### src/design/vtt_pkg.sv
// Shared widths, payload structs and pipeline tag types for the vector_towards_2d block.
package vtt_pkg;

	localparam int FRAC_BITS = 16;
	localparam int CW        = 32;
	localparam int DW        = CW + 1;
	localparam int MAGW      = CW;
	localparam int SQW       = 2 * MAGW;
	localparam int RADW      = SQW + 2;
	localparam int ROOTW     = RADW / 2;
	localparam int REMW      = ROOTW + 2;
	localparam int QW        = FRAC_BITS + 1;
	localparam int PRODW     = CW + QW;
	localparam int SMAGW     = PRODW - FRAC_BITS;

	typedef struct packed {
		logic signed [CW-1:0] ax;
		logic signed [CW-1:0] ay;
		logic signed [CW-1:0] bx;
		logic signed [CW-1:0] by;
		logic signed [CW-1:0] dist_req;
	} vtt_in_t;

	typedef struct packed {
		logic signed [CW-1:0] rx;
		logic signed [CW-1:0] ry;
		logic [ROOTW-1:0]     span;
		logic                 zero_span;
	} vtt_out_t;

	typedef struct packed {
		logic [MAGW-1:0] mx;
		logic [MAGW-1:0] my;
		logic            x_neg;
		logic            y_neg;
		logic [CW-1:0]   dmag;
		logic            d_neg;
		logic            zero;
	} vtt_sq_tag_t;

	typedef struct packed {
		logic [ROOTW-1:0] span;
		logic             x_neg;
		logic             y_neg;
		logic [CW-1:0]    dmag;
		logic             d_neg;
		logic             zero;
	} vtt_div_tag_t;

endpackage

### src/design/vtt_div.sv
// Pipelined restoring divider forming both unit-vector components, one quotient bit per stage.
module vtt_div
	import vtt_pkg::*;
(
	input  logic             clk,
	input  logic             arst_n,
	input  logic             en,
	input  logic             in_valid,
	input  logic [MAGW-1:0]  mx,
	input  logic [MAGW-1:0]  my,
	input  vtt_div_tag_t     in_tag,
	output logic             out_valid,
	output logic [QW-1:0]    qx,
	output logic [QW-1:0]    qy,
	output vtt_div_tag_t     out_tag
);

	logic              vld_s  [QW];
	logic [ROOTW:0]    remx_s [QW];
	logic [ROOTW:0]    remy_s [QW];
	logic [QW-1:0]     lowx_s [QW];
	logic [QW-1:0]     lowy_s [QW];
	logic [QW-1:0]     qx_s   [QW];
	logic [QW-1:0]     qy_s   [QW];
	vtt_div_tag_t      tag_s  [QW];

	logic [ROOTW:0]    remx_n [QW];
	logic [ROOTW:0]    remy_n [QW];
	logic [QW-1:0]     lowx_n [QW];
	logic [QW-1:0]     lowy_n [QW];
	logic [QW-1:0]     qx_n   [QW];
	logic [QW-1:0]     qy_n   [QW];

	always_comb begin
		logic [ROOTW:0]   prx, pry, cx, cy, dv;
		logic [QW-1:0]    plx, ply, pqx, pqy;
		logic [ROOTW-1:0] sp;
		for (int k = 0; k < QW; k++) begin
			if (k == 0) begin
				prx = {{(ROOTW+2-MAGW){1'b0}}, mx[MAGW-1:1]};
				pry = {{(ROOTW+2-MAGW){1'b0}}, my[MAGW-1:1]};
				plx = {mx[0], {FRAC_BITS{1'b0}}};
				ply = {my[0], {FRAC_BITS{1'b0}}};
				pqx = '0;
				pqy = '0;
				sp  = in_tag.span;
			end else begin
				prx = remx_s[k-1];
				pry = remy_s[k-1];
				plx = lowx_s[k-1];
				ply = lowy_s[k-1];
				pqx = qx_s[k-1];
				pqy = qy_s[k-1];
				sp  = tag_s[k-1].span;
			end
			dv = {1'b0, sp};
			cx = {prx[ROOTW-1:0], plx[QW-1]};
			cy = {pry[ROOTW-1:0], ply[QW-1]};
			if (cx >= dv) begin
				remx_n[k] = cx - dv;
				qx_n[k]   = {pqx[QW-2:0], 1'b1};
			end else begin
				remx_n[k] = cx;
				qx_n[k]   = {pqx[QW-2:0], 1'b0};
			end
			if (cy >= dv) begin
				remy_n[k] = cy - dv;
				qy_n[k]   = {pqy[QW-2:0], 1'b1};
			end else begin
				remy_n[k] = cy;
				qy_n[k]   = {pqy[QW-2:0], 1'b0};
			end
			lowx_n[k] = {plx[QW-2:0], 1'b0};
			lowy_n[k] = {ply[QW-2:0], 1'b0};
		end
	end

	always_ff @(posedge clk or negedge arst_n) begin
		if (!arst_n) begin
			for (int k = 0; k < QW; k++) vld_s[k] <= 1'b0;
		end else if (en) begin
			vld_s[0] <= in_valid;
			for (int k = 1; k < QW; k++) vld_s[k] <= vld_s[k-1];
		end
	end

	always_ff @(posedge clk) begin
		if (en) begin
			tag_s[0] <= in_tag;
			for (int k = 0; k < QW; k++) begin
				remx_s[k] <= remx_n[k];
				remy_s[k] <= remy_n[k];
				lowx_s[k] <= lowx_n[k];
				lowy_s[k] <= lowy_n[k];
				qx_s[k]   <= qx_n[k];
				qy_s[k]   <= qy_n[k];
			end
			for (int k = 1; k < QW; k++) tag_s[k] <= tag_s[k-1];
		end
	end

	assign out_valid = vld_s[QW-1];
	assign qx        = qx_s[QW-1];
	assign qy        = qy_s[QW-1];
	assign out_tag   = tag_s[QW-1];

endmodule

### config.mk
export PLATFORM = sky130hd
export DESIGN_NAME = vtt_div
export DESIGN_NICKNAME = d
export VERILOG_FILES = /design/src/design/vtt_pkg.sv /design/src/design/vtt_div.sv
export SDC_FILE = /design/constraint.sdc
export NUM_CORES = 2
export LEC_CHECK = 0
export BUFFER_PORTS_ARGS = -buffer_cell sky130_fd_sc_hd__buf_2
export CAP_MARGIN = 25
export CORE_MARGIN = 1.5
export CORE_UTILIZATION = 60
export DETAILED_ROUTE_END_ITERATION = 10
export PLACE_DENSITY = 0.87
export SLEW_MARGIN = 20
export SYNTH_ARGS = -nofsm -noshare
export SYNTH_HDL_FRONTEND = slang
export SYNTH_SLANG_ARGS = --single-unit
### constraint.sdc
create_clock -name clk -period 4.8 [get_ports clk]
set_input_delay 0.72 -clock clk [delete_from_list [all_inputs] [get_ports clk]]
set_output_delay 0.72 -clock clk [all_outputs]
set_load 0.1 [all_outputs]
## Word-level counts from Yosys, hierarchy flattened

Memory sizes are Yosys's and may differ from the RTL's.
Cells that the tools add are included.

- Add/subtract/negate cells: 34
- Multiply operators: 0
- Div/mod/pow operators: 0
- Magnitude comparators: 34
- Eq/ne operators: 0
- Shift operators: 0
- Mux-type cells: 70
- Bitwise gates (word level): 0
- Reduce and logical (&&, ||, !) cells: 0

Operator list:

| kind | number |
|---|---|
| 34-bit two-way mux | 34 |
| 34-bit by 33-bit greater-or-equal comparator with 1-bit output | 32 |
| 34-bit by 33-bit subtractor with 34-bit output | 32 |
| 32-bit by 33-bit subtractor with 34-bit output | 2 |
| 32-bit by 33-bit greater-or-equal comparator with 1-bit output | 2 |
| 1-bit two-way mux | 36 |

- Register bits after elaboration: 17
- Bits in latches: 0
- Bits in writable memories: 3,451
- Bits in read-only memories: 0
- Output and inout bits: 104
- Memories kept: 7

Memories:

| memory | words | bits a word | rd ports | clocked after Yosys merged registers in | wr ports | line | text |
|---|---|---|---|---|---|---|---|
| tag_s | 17 | 69 | 17 | 0 | 17 | vtt_div.sv:25 | `vtt_div_tag_t tag_s [QW];` |
| remx_s | 17 | 34 | 16 | 0 | 17 | vtt_div.sv:19 | `logic [ROOTW:0] remx_s [QW];` |
| remy_s | 17 | 34 | 16 | 0 | 17 | vtt_div.sv:20 | `logic [ROOTW:0] remy_s [QW];` |
| qx_s | 17 | 17 | 17 | 0 | 17 | vtt_div.sv:23 | `logic [QW-1:0] qx_s [QW];` |
| qy_s | 17 | 17 | 17 | 0 | 17 | vtt_div.sv:24 | `logic [QW-1:0] qy_s [QW];` |
| lowx_s | 17 | 16 | 16 | 0 | 17 | vtt_div.sv:21 | `logic [QW-1:0] lowx_s [QW];` |
| +1 memories | n/a | n/a | n/a | n/a | n/a | n/a |  |

## Longest topological paths before layout

An unclocked memory read counts as a cell.

- Depth after elaboration: 3
- Gate-level depth with buffers: 16

## Least setup slack after synthesis

No wires, ideal clock.

- Path kind: input-to-reg
- Start: in mx[0]
- End: mem remx_s[0][17] (netlist name), data pin
- Setup time: 0.260 ns
- Data arrival time: 3.498 ns
- Path slack: 1.042 ns
- Stages: 13
- Path buffers: 1
- Path through: inv_1 -> ha_1 -> fa_1 -> nor2b_1 -> o31ai_1 -> a21oi_1 -> o21ai_0 -> a31oi_1 -> a21oi_1 -> or4b_2 -> nand3b_1 -> buf_4 -> mux2_2

RTL lines:

| item | line | text |
|---|---|---|
| start: declaration | vtt_div.sv:9 | `input logic [MAGW-1:0] mx,` |
| end: declaration | vtt_div.sv:19 |  |

==> impl_metrics.json <==
{
  "status": "complete, no violations",
  "dr.max_layer_used": "met5",
  "worst_pin_slew_ps": 1180,
  "gp_congestion": 0.966,
  "synth_most_common_cell": "edfxtp_1",
  "place_area_um2": 152000,
  "setup_tns_ps": 0,
  "fp.dieArea_um2": 246000,
  "critPathLaunchType": "flip-flop",
  "ir_drop_uv": 395,
  "switchingPower_mw": 44.2,
  "die_x_um": 496,
  "synth_seq_cells": 2552,
  "io_pins": 241,
  "antenna_found_initial": 10,
  "grt.overflow.total": 0,
  "crit_path_max_incr_delay_ps": 760,
  "setup_viol": 0,
  "skew_ps": 81.9,
  "die_height_um": 496,
  "critical_path_class": "reg -> reg",
  "seqPwrFrac_pct": 32.8,
  "drc": 0,
  "pwr-share-clk_pct": 19.1,
  "hold_path.class": "in -> reg",
  "synth.avg_cell_area_um2": 11.4,
  "reg2reg_from": "tag_s[0][1003]$_DFFE_PP_",
  "seq_area_frac_synth_pct": 52.4,
  "whs_path_depth": 2,
  "core_um2": 241000,
  "async_flop_share_pct": 0.666,
  "syn_inst": 12840,
  "synth_common_cells": "2535 x edfxtp_1, 1141 x a21oi_1, 1118 x ha_1",
  "firstDrtPassIters": 7,
  "dp_hpwl_um": 310000,
  "r2r_cells": 12,
  "critPathLaunch": "tag_s[0][1003]$_DFFE_PP_",
  "fin_crit_ps": 4460,
  "p_leak_nw": 65.4,
  "synth_area_leaders": "edfxtp_1 52%, ha_1 9.6%, a21oi_1 3.9%, a21o_1 3.2%, xnor2_1 3.1%",
  "crit_cells": 12,
  "relSlewSlack_pct": 21.0,
  "required_ps": 5520,
  "cts_tree": "yes",
  "cp-endpoint": "remx_s[0][541]$_DFFE_PP_",
  "post_drt_wl_per_cell_um": 24.4,
  "ant_nets": 0,
  "synth_top_area_share_pct": 52.1,
  "maxSlewViolCount": 0,
  "syn-cell-area_um2": 146000,
  "worst-path-buf-inv": 1,
  "drive_gt1_share_pct": 9.97,
  "met2_wirelength_um": 220000,
  "n_fill_cell": 17701,
  "met3WireLength_um": 15300,
  "cts_buffers": 289,
  "final_area_um2": 161000,
  "wl_um": 406000,
  "rsz0062_at_grt": "no",
  "grt_max_degree": 177,
  "power.combinational.fraction_pct": 48.1,
  "portBuffers": 240,
  "row_count": 180,
  "arrival_ps": 5170,
  "synth_edf_count": 2535,
  "cp_cell_sequence": "inv_1, ha_1, nor2b_1, o21a_1, o21a_1, o311a_1, o211ai_1, a31oi_1, a2111oi_0, o21bai_1, xor2_1, mux2_2",
  "grt_use_total_pct": 32.5,
  "r2r_slack_ps": 340,
  "cap_viol_max_count": 0,
  "end_kind": "flip-flop",
  "start_util_pct": 60.5,
  "crit_slowest_cell": "a2111oi_0",
  "vias": 101517,
  "htreeDepth": 5,
  "grt_pass1_wl_um": 607000,
  "ys.flop_type": "edfxtp_1",
  "viasPerCell": 6.10,
  "post_cts_resize_count": 0,
  "min_period_over_period_pct": 92.9,
  "syn_to_final_growth_pct": 10.5,
  "cpLargestDelayFamily": "compound AO/OA/AOI/OAI gates",
  "cellPowerDensity_nw_per_um2": 693,
  "yosysUniqueCellTypes": 105,
  "clk_latency_ps": 970,
  "synth_area_leader_cell": "edfxtp_1",
  "path_clk_slew_ps": 60,
  "root_buffer": "clkbuf_16",
  "drt-initial-drc-count": 7055,
  "timing.final.hold_violations": 0,
  "synth_fp_nets": 14127,
  "intPower_mw": 67.6,
  "grt_pass1_vias": 105861,
  "timing.critical_path.mode_cell": "o21a_1",
  "nNetsFinal": 14537,
  "critPathMaxFanout": 4,
  "cts_sinks": 2552,
  "fmax_mhz": 224,
  "switching_share_pct": 39.6,
  "rr_endpoint": "remx_s[0][541]$_DFFE_PP_",
  "ys.warnings.count": 0,
  "met1_length_um": 131000,
  "cts_buffer_depth": 4
}
==> cells by family (layout without fill, tap and decap cells) <==
logic type	Yosys count	in the layout	synth area share (%)
AOI/OAI and AO/OA	3626	3626	15.7
xor gates and xnor gates	891	891	5.34
adders and majority gates	1150	1150	10.0
buffers and inverters	1262	1869	3.54
DFF	2552	2552	52.4
muxes	445	445	3.41
other	0	3	0
and+or+nand+nor	2914	2914	9.55
==> state kept, by name (all words and copies together) (netlist names) <==
register,flops
out_valid,1
qx_s,153
qy_s,153
remx_s,528
remy_s,528
tag_s,1173
vld_s,16
==> power groups by stage <==
stage / clock, mW / combinational, mW / sequential [mW]
final: 21.3 / 53.8 / 36.6
after global routing: 22.4 / 58.4 / 37.1
after CTS: 21.6 / 53.2 / 36.5
after detailed placement: 0 / 52.5 / 36.9
after global placement: 0 / 52.1 / 36.8
after floorplan: 0 / 38.1 / 35.3
==> metrics by stage <==
| stage | power, mW | setup slack [ps] | cells | hold WS [ps] | utilization [%] |
|---|---|---|---|---|---|
| after floorplan | 73.4 | 1040 | 12840 | 400 | - |
| after global placement | 88.9 | 473 | 16074 | 400 | 62.9 |
| after detailed placement | 89.4 | 460 | 16074 | 405 | 62.9 |
| after CTS | 111 | 492 | 16632 | 20.3 | 66.9 |
| after global routing | 118 | 260 | 16635 | 56.9 | 66.9 |
| final | 112 | 342 | 16635 | 78.6 | 66.9 |
==> layout by cell type (no fill, tap or decap), types with 378 or more instances in the layout <==
| cell type | synthesis | routed |
|---|---|---|
| nand2_1 | 878 | 878 |
| edfxtp_1 | 2535 | 2535 |
| nor2_1 | 755 | 755 |
| xnor2_1 | 513 | 513 |
| inv_1 | 845 | 845 |
| o21ai_0 | 797 | 797 |
| ha_1 | 1118 | 1118 |
| a21o_1 | 626 | 626 |
| xor2_1 | 378 | 378 |
| a21oi_1 | 1141 | 1141 |
==> worst reg2reg max path: stages, from the launching register on <==
cell and delay [ps]:
edfxtp_1 470, inv_1 120, ha_1 240, nor2b_1 130, o21a_1 190, o21a_1 220, o311a_1 410, o211ai_1 530
a31oi_1 560, a2111oi_0 770, o21bai_1 170, xor2_1 170, mux2_2 260
==> final cells by class <==
cell class | instances | area, µm² | share of cell area [%]
well taps | 3185 | 3990 | 2.47
multi-input cells | 9026 | 64500 | 40.0
inverters | 848 | 3180 | 1.97
diodes | 3 | 7.51 | 0.00465
repair buffers | 533 | 4180 | 2.59
clock inverters | 137 | 1370 | 0.849
clock buffers | 351 | 7550 | 4.68
flip-flops and latches | 2552 | 76500 | 47.5
==> repair_timing <==
| item | CTS | global route |
|---|---|---|
| hold endpoints to repair | 86 | 0 |
| hold buffers | 70 | 0 |
| buffers inserted | 0 | 0 |
==> worst min path at each step <==
stage	start	end	slack, ps
after detailed placement	qx_s[0][119]$_DFFE_PP_	qx_s[0][137]$_DFFE_PP_	400
after global placement	tag_s[0][231]$_DFFE_PP_	tag_s[0][300]$_DFFE_PP_	400
after floorplan	qx_s[0][85]$_DFFE_PP_	qx_s[0][103]$_DFFE_PP_	400
after CTS	mx[25]	remx_s[0][25]$_DFFE_PP_	20
final	mx[24]	remx_s[0][24]$_DFFE_PP_	80
after global routing	my[27]	remy_s[0][27]$_DFFE_PP_	60
==> routing by layer <==
layer  global-route usage (%)  vias to the layer above
met5                        0                        -
met4                     28.0                        4
met3                     4.06                     1332
met2                     63.0                     3208
met1                     29.5                    48440
li1                         -                    48533
No activity file was read; power rests on OpenSTA's default activity.
